## src/rtl/assert_macros.svh

```systemverilog
// ----------------------------------------------------------------------------
// Assertion macros
// Clocked property checks; empty under synthesis.
// ----------------------------------------------------------------------------
`ifndef ASSERT_MACROS_SVH
`define ASSERT_MACROS_SVH

`ifndef SYNTHESIS
// property must hold at every clock edge outside reset
`define BFBS_ASSERT(lbl, ck, rstn, prop) \
	lbl: assert property (@(posedge ck) disable iff (!rstn) (prop)) \
		else $error("%m: property failed");
// condition must never be seen outside reset
`define BFBS_NEVER(lbl, ck, rstn, cond) \
	lbl: assert property (@(posedge ck) disable iff (!rstn) !(cond)) \
		else $error("%m: forbidden condition seen");
`else
`define BFBS_ASSERT(lbl, ck, rstn, prop)
`define BFBS_NEVER(lbl, ck, rstn, cond)
`endif

`endif

```

## src/rtl/bfbs_pkg.sv

```systemverilog
// ----------------------------------------------------------------------------
// bfbs_pkg
// Shared types, codes, hash constants and the Pearson table.
// ----------------------------------------------------------------------------
package bfbs_pkg;

	localparam logic [1:0] MODE_CHECK  = 2'd0;
	localparam logic [1:0] MODE_INSERT = 2'd1;
	localparam logic [1:0] MODE_CSET   = 2'd2;

	localparam logic [1:0] CFG_HSEL    = 2'd0;
	localparam logic [1:0] CFG_NPROBES = 2'd1;
	localparam logic [1:0] CFG_FSIZE   = 2'd2;

	localparam logic [63:0] MUR_C1 = 64'h87c37b91114253d5;
	localparam logic [63:0] MUR_C2 = 64'h4cf5ad432745937f;
	localparam logic [63:0] FMIX_1 = 64'h0000_0000_85ebca6b;
	localparam logic [63:0] FMIX_2 = 64'h0000_0000_c2b2ae35;
	localparam logic [63:0] H1_ADD = 64'h0000_0000_52dce729;
	localparam logic [63:0] H2_ADD = 64'h0000_0000_38495ab5;

	localparam int QDEPTH = 2;

	typedef struct packed {
		logic        hsel;
		logic [4:0]  k;
		logic [16:0] size;
	} cfg_t;

	typedef struct packed {
		logic [16:0] p0;
		logic [16:0] p1;
		logic [16:0] size;
		logic [1:0]  mode;
		logic [4:0]  k;
	} req_t;

	typedef enum logic [4:0] {
		F_IDLE, F_K1C1, F_K1C2, F_H1A, F_H1B, F_K2C2, F_K2C1, F_H2A, F_H2B,
		F_FIN, F_FA, F_FB, F_X1, F_X2, F_FC, F_FD, F_JEN,
		F_RGO1, F_RW1, F_RGO2, F_RW2, F_PUSH
	} fstate_t;

	typedef enum logic [3:0] {
		B_CLEAR, B_IDLE, B_MUL, B_RGO, B_RW, B_RA, B_RD, B_WR, B_OUT
	} bstate_t;

	localparam logic [7:0] PEARSON_TAB [256] = '{
		8'd98,8'd6,8'd85,8'd150,8'd36,8'd23,8'd112,8'd164,
		8'd135,8'd207,8'd169,8'd5,8'd26,8'd64,8'd165,8'd219,
		8'd61,8'd20,8'd68,8'd89,8'd130,8'd63,8'd52,8'd102,
		8'd24,8'd229,8'd132,8'd245,8'd80,8'd216,8'd195,8'd115,
		8'd90,8'd168,8'd156,8'd203,8'd177,8'd120,8'd2,8'd190,
		8'd188,8'd7,8'd100,8'd185,8'd174,8'd243,8'd162,8'd10,
		8'd237,8'd18,8'd253,8'd225,8'd8,8'd208,8'd172,8'd244,
		8'd255,8'd126,8'd101,8'd79,8'd145,8'd235,8'd228,8'd121,
		8'd123,8'd251,8'd67,8'd250,8'd161,8'd0,8'd107,8'd97,
		8'd241,8'd111,8'd181,8'd82,8'd249,8'd33,8'd69,8'd55,
		8'd59,8'd153,8'd29,8'd9,8'd213,8'd167,8'd84,8'd93,
		8'd30,8'd46,8'd94,8'd75,8'd151,8'd114,8'd73,8'd222,
		8'd197,8'd96,8'd210,8'd45,8'd16,8'd227,8'd248,8'd202,
		8'd51,8'd152,8'd252,8'd125,8'd81,8'd206,8'd215,8'd186,
		8'd39,8'd158,8'd178,8'd187,8'd131,8'd136,8'd1,8'd49,
		8'd50,8'd17,8'd141,8'd91,8'd47,8'd129,8'd60,8'd99,
		8'd154,8'd35,8'd86,8'd171,8'd105,8'd34,8'd38,8'd200,
		8'd147,8'd58,8'd77,8'd118,8'd173,8'd246,8'd76,8'd254,
		8'd133,8'd232,8'd196,8'd144,8'd198,8'd124,8'd53,8'd4,
		8'd108,8'd74,8'd223,8'd234,8'd134,8'd230,8'd157,8'd139,
		8'd189,8'd205,8'd199,8'd128,8'd176,8'd19,8'd211,8'd236,
		8'd127,8'd192,8'd231,8'd70,8'd233,8'd88,8'd146,8'd44,
		8'd183,8'd201,8'd22,8'd83,8'd13,8'd214,8'd116,8'd109,
		8'd159,8'd32,8'd95,8'd226,8'd140,8'd220,8'd57,8'd12,
		8'd221,8'd31,8'd209,8'd182,8'd143,8'd92,8'd149,8'd184,
		8'd148,8'd62,8'd113,8'd65,8'd37,8'd27,8'd106,8'd166,
		8'd3,8'd14,8'd204,8'd72,8'd21,8'd41,8'd56,8'd66,
		8'd28,8'd193,8'd40,8'd217,8'd25,8'd54,8'd179,8'd117,
		8'd238,8'd87,8'd240,8'd155,8'd180,8'd170,8'd242,8'd212,
		8'd191,8'd163,8'd78,8'd218,8'd137,8'd194,8'd175,8'd110,
		8'd43,8'd119,8'd224,8'd71,8'd122,8'd142,8'd42,8'd160,
		8'd104,8'd48,8'd247,8'd103,8'd15,8'd11,8'd138,8'd239
	};

	function automatic logic [63:0] rotl64(input logic [63:0] v, input int unsigned s);
		return (v << s) | (v >> (64 - s));
	endfunction

	// keep the low n bytes of a little-endian word (n up to 8)
	function automatic logic [63:0] mask_le(input logic [63:0] w, input logic [3:0] n);
		logic [63:0] r;
		r = '0;
		for (int j = 0; j < 8; j++) begin
			if (4'(j) < n) r[j*8 +: 8] = w[j*8 +: 8];
		end
		return r;
	endfunction

endpackage

```

## src/rtl/bfbs_queue.sv

```systemverilog
// ----------------------------------------------------------------------------
// bfbs_queue
// Two-entry request queue between hashing front and filter back.
// ----------------------------------------------------------------------------
module bfbs_queue (
	input  logic           clk,
	input  logic           arst_n,
	input  logic           push,
	input  bfbs_pkg::req_t push_req,
	input  logic           pop,
	output bfbs_pkg::req_t head,
	output logic           full,
	output logic           empty
);
	import bfbs_pkg::*;

	localparam int PW = $clog2(QDEPTH);

	req_t            ent_q [QDEPTH];
	logic [PW-1:0]   wp_q, rp_q;
	logic [PW:0]     cnt_q;

	always_ff @(posedge clk or negedge arst_n) begin
		if (!arst_n) begin
			wp_q  <= '0;
			rp_q  <= '0;
			cnt_q <= '0;
		end else begin
			if (push) wp_q <= wp_q + 1'b1;
			if (pop) rp_q <= rp_q + 1'b1;
			if (push && !pop) cnt_q <= cnt_q + 1'b1;
			else if (pop && !push) cnt_q <= cnt_q - 1'b1;
		end
	end

	always_ff @(posedge clk) begin
		if (push) ent_q[wp_q] <= push_req;
	end

	assign head  = ent_q[rp_q];
	assign full  = (cnt_q == (PW+1)'(QDEPTH));
	assign empty = (cnt_q == '0);

endmodule

```

## config.mk

```make
export PLATFORM = sky130hd
export DESIGN_NAME = bfbs_queue
export DESIGN_NICKNAME = d
export VERILOG_FILES = /design/src/rtl/assert_macros.svh /design/src/rtl/bfbs_pkg.sv /design/src/rtl/bfbs_queue.sv
export SDC_FILE = /design/constraint.sdc
export NUM_CORES = 1
export LEC_CHECK = 0
export BUFFER_PORTS_ARGS = -buffer_cell sky130_fd_sc_hd__buf_2
export CORE_MARGIN = 2
export CORE_UTILIZATION = 29
export CTS_CLUSTER_DIAMETER = 150
export DETAILED_ROUTE_END_ITERATION = 16
export SYNTH_ARGS = -nofsm -noshare
export SYNTH_HDL_FRONTEND = slang
export SYNTH_SLANG_ARGS = --single-unit
export TNS_END_PERCENT = 10
```

## constraint.sdc

```tcl
create_clock -name clk -period 7.6 [get_ports clk]
set_input_delay 0.38 -clock clk [delete_from_list [all_inputs] [get_ports clk]]
set_output_delay 0.38 -clock clk [all_outputs]
set_load 0.02 [all_outputs]
```

Yosys cells after proc, flatten, opt, wreduce, memory -nomap -nowiden:

Memories as Yosys holds them, arrays and structs flattened.
Index checks and enable logic that the tools add are counted.

* bits in writable memories: 116
* bits in registers: 4
* memories: 1
* output and inout bits: 60
* word-level logic and storage cells: 19
* input bits: 62

Memory list
* ent_q: words 2, width 58, rd ports 1, clocked after Yosys merged registers in 0, write ports 1, line bfbs_queue.sv:19 `req_t ent_q [QDEPTH];`

* multiplexer cells: 4
* $add $sub $neg: 4
* reduce and logical (&&, ||, !) cells: 6
* eq/ne operators: 1

Operators with widths (count)
* 2-bit 2-to-1 mux: 2
* 1-bit adder, second input constant: 2
* 2-bit by 1-bit adder with 2-bit output, second input constant: 1
* 2-bit == test, second input constant: 1
* 1-bit logical AND: 2
* 1-bit zero test: 2
* 2-bit zero test: 1
* 1-bit 2-to-1 mux: 2
* 2-bit nonzero test: 1
* 2-bit by 1-bit subtractor with 2-bit output, second input constant: 1

Longest topological paths before layout:

* depth after elaboration: 4
* depth in mapped cells: 5

Least setup slack after synthesis:

OpenSTA, ideal clock, no wires.

* path kind: register to register
* from: register wp_q
* to: memory ent_q[0][0] (netlist bit), enable pin
* required time: 7.119 ns
* cell stages (with the launch flop): 2
* setup time: 0.481 ns
* setup slack: 4.135 ns
* data arrival time: 2.984 ns
* cells stage by stage: dfrtp_1 nor2b_1

RTL lines
* start: declaration: line bfbs_queue.sv:20 `logic [PW-1:0] wp_q, rp_q;`
* start signal: assignment: line bfbs_queue.sv:29 `if (push) wp_q <= wp_q + 1'b1;`
* end: declaration: line bfbs_queue.sv:19

Straight into the memory's write port.

==> key figures <==
Outcome
  – Run status: finished clean

Layout
  – Reg area: 3585 sq um
  – Filler cell count in the final layout: 1,395
  – Layout cells sized above 1: 61.67%
  – Area Overhead vs Synth: 31.97%
  – Number of diodes: 0
  – Final core utilization: 38.78%
  – Multi-input gate area: 782.0 sq um
  – Net count, final: 397

Yosys
  – Post-synthesis compound-gate area fraction: 0%
  – Yosys top cell area share: 78.84%
  – Area contributors post-synth: edfxtp_1, mux2_2, mux2_4
  – Synth Area in Simple Gates: 0.5947%
  – Synthesized area per cell: 22.43 sq um
  – Synth unique cells: 14
  – Adder-cell area share of the yosys netlist: 0.2832%
  – Syn Nets: 260
  – Seq/Total Area, Yosys: 81.11%
  – Mapped Area: 4418 sq um
  – FF+latch count, synth: 120
  – Cells after synthesis: 197
  – Post-Synth XOR/XNOR Area: 0.9912%
  – Post-synthesis mux area share: 15.63%
  – Yosys Warn Count: 0
  – Yosys top cell by area: edfxtp_1
  – Largest family of logic cells by synthesized area: multiplexers

Setup path
  – Req. time, crit path: 7.22 ns
  – Worst Setup Start Kind: flop
  – Critical Path AT: 2.16 ns
  – Crit end category: primary output
  – Worst-path fanout max: 50
  – Crit path largest cell delay: 0.65 ns
  – Crit path cell chain: buf_4 > mux2_2 > buf_2
  – CP max-delay cell: buf_4
  – Kind of critical path: reg2out

Die
  – # IOs: 122
  – Die width: 127.4 um
  – Die height: 127.4 um
  – CORE AREA: 15,030 sq um
  – Die area: 16,240 sq um
  – Initial Util: 29.39%
  – Row Count: 45

GRT
  – Vias in the first global route: 2,320
  – Pin count of the biggest net entering global routing: 59
  – GRT Residual Overflow: 0
  – First-pass GRT wire length: 12,330 um
  – GRT Util Overall: 10.50%
  – Antenna violations before repair: 0

Power
  – Power per cell area: 407.8 nW/um^2
  – Max IR drop VDD: 0.2517 mV
  – Leakage: 2.238 nW

CTS
  – Clock Latency Late Sink: 0.41 ns
  – TritonCTS buffer count: 17
  – Worst-path clk slew: 0.06 ns
  – CTS Buffer Depth: 2
  – Root buffer cell: clkbuf_16
  – CTS tree: built
  – Clock sink count: 120
  – H-tree depth: 4

STA
  – Final Hold Fails: 0
  – Max-slew headroom: 46.81%
  – Tcrit/Tclk final: 33.45%
  – Maximum clock frequency: 393.3 MHz
  – Max-slew violations: 0
  – Setup-failing EPs final: 0
  – Clock Skew: 0.007878 ns
  – Worst Hold Slack: 0.1561 ns
  – Unrepaired setup endpoints after global routing: false
  – Fin Setup TNS: 0 ns
  – Tmin final: 2.542 ns
  – Worst-Margin Slew: 0.7979 ns

Placement
  – Post-DP HPWL: 5070 um
  – RD Place Congestion: 0.6779
  – PortBufs: 121

Route
  – DR pass1 iterations: 4
  – Final WL: 8148 um
  – Vias per cell: 4.159
  – Drt wl/cell: 15.23 um
  – Initial drt markers: 118
  – Via count: 2,225
  – Antenna viol nets, final: 0
  – DRC Markers: 0

Min path
  – Min-Delay Path Class: in2reg

Flow run
  – # Max-Cap Violations: 0
-- layout make-up --
cell class	instances	area share, %
clock inverters	8	1.631
repair buffers	125	10.94
flip-flops and latches	120	61.48
inverters	1	0.06438
multi-input cells	69	13.41
clock buffers	24	8.433
well taps	188	4.034
-- synthesized netlist by cell type --
| cell type | count |
|---|---|
| edfxtp_1 | 116 |
| mux2_2 | 48 |
| mux2_4 | 10 |
| buf_2 | 4 |
| dfrtp_1 | 4 |
| xor2_1 | 4 |
| buf_6 | 2 |
| nor2_1 | 2 |
| nor2b_1 | 2 |
| and2_1 | 1 |
| buf_8 | 1 |
| ha_1 | 1 |
| inv_1 | 1 |
| xnor2_1 | 1 |
-- metrics by stage --
stage	std cells	setup WS, ns	power, mW	cell area [sq um]
2_1_floorplan	197	4.135	1.428	4418
3_3_place_gp	502	5.426	1.625	5234
3_5_place_dp	502	5.425	1.628	5234
4_1_cts	535	4.968	2.420	5831
5_1_grt	535	4.894	2.498	5831
6_report	535	5.058	2.378	5831
-- layer usage --
layer | vias up | track usage (%) | wire [um]
li1 | 1047 | - | -
met2 | 79 | 15.54 | 3742
met5 | - | 0 | 0
met4 | 0 | 4.848 | 134
met1 | 1084 | 12.99 | 3692
met3 | 15 | 5.067 | 579
-- cell families after synthesis --
family	Yosys count
xor gates and xnor gates	5
muxes	58
adders and majority gates	1
and+or+nand+nor	5
buffers and inverters	8
DFF	120
-- cells in the final DEF (no fill, tap or decap) --
cell | Yosys | final
ha_1 | 1 | 1
mux2_4 | 10 | 10
edfxtp_1 | 116 | 116
dlygate4sd3_1 | 0 | 1
nor2b_1 | 2 | 1
buf_4 | 0 | 3
inv_1 | 1 | 1
mux2_2 | 48 | 48
dfrtp_2 | 0 | 1
clkbuf_1 | 0 | 3
buf_2 | 4 | 121
clkinv_2 | 0 | 4
clkinvlp_4 | 0 | 2
xor2_1 | 4 | 4
bufinv_16 | 0 | 2
clkbuf_16 | 0 | 17
dfrtp_1 | 4 | 3
nor2_1 | 2 | 2
xnor2_1 | 1 | 1
nor2b_4 | 0 | 1
and2_2 | 0 | 1
clkbuf_8 | 0 | 4
-- where the power goes --
| part | switching, mW | total (mW) | internal (mW) |
|---|---|---|---|
| clock | 0.266 | 0.780 | 0.514 |
| sequential | 0.0424 | 0.924 | 0.882 |
| combinational | 0.401 | 0.673 | 0.272 |
| total | 0.709 | 2.38 | 1.67 |
-- worst max-delay path: cells and delay by family, from the launching register on --
kind / cells / cell delay, ns
mux: 1 / 0.43
buf+inv: 2 / 0.81
flops: 1 / 0.49
-- sequential cells by signal, indices dropped and copies added, names as in the netlist --
| name | count |
|---|---|
| cnt_q | 2 |
| wp_q | 1 |
| rp_q | 1 |
| ent_q | 116 |
-- what timing repair did --
item / 4_1_cts / 5_1_grt
hold endpoints to repair: 4 / 0
gates resized for setup: 0 / 0
setup buffers: 0 / 0
hold buffers: 1 / 0
-- path summary, 6_finish.rpt --
check	depth (start not counted)	to	slack (ns)	from
setup / recovery	3	head[9]	5.06	rp_q
hold / removal	1	ent_q[1][49]	0.16	push_req[49]
setup reg to reg	2	ent_q[1][45]	5.74	wp_q
hold reg to reg	1	cnt_q[1]	0.49	cnt_q[1]
max in group asynchronous	2	rp_q	7.11	arst_n
min in group asynchronous	2	wp_q	0.33	arst_n
(Power assumes the default switching activity.)
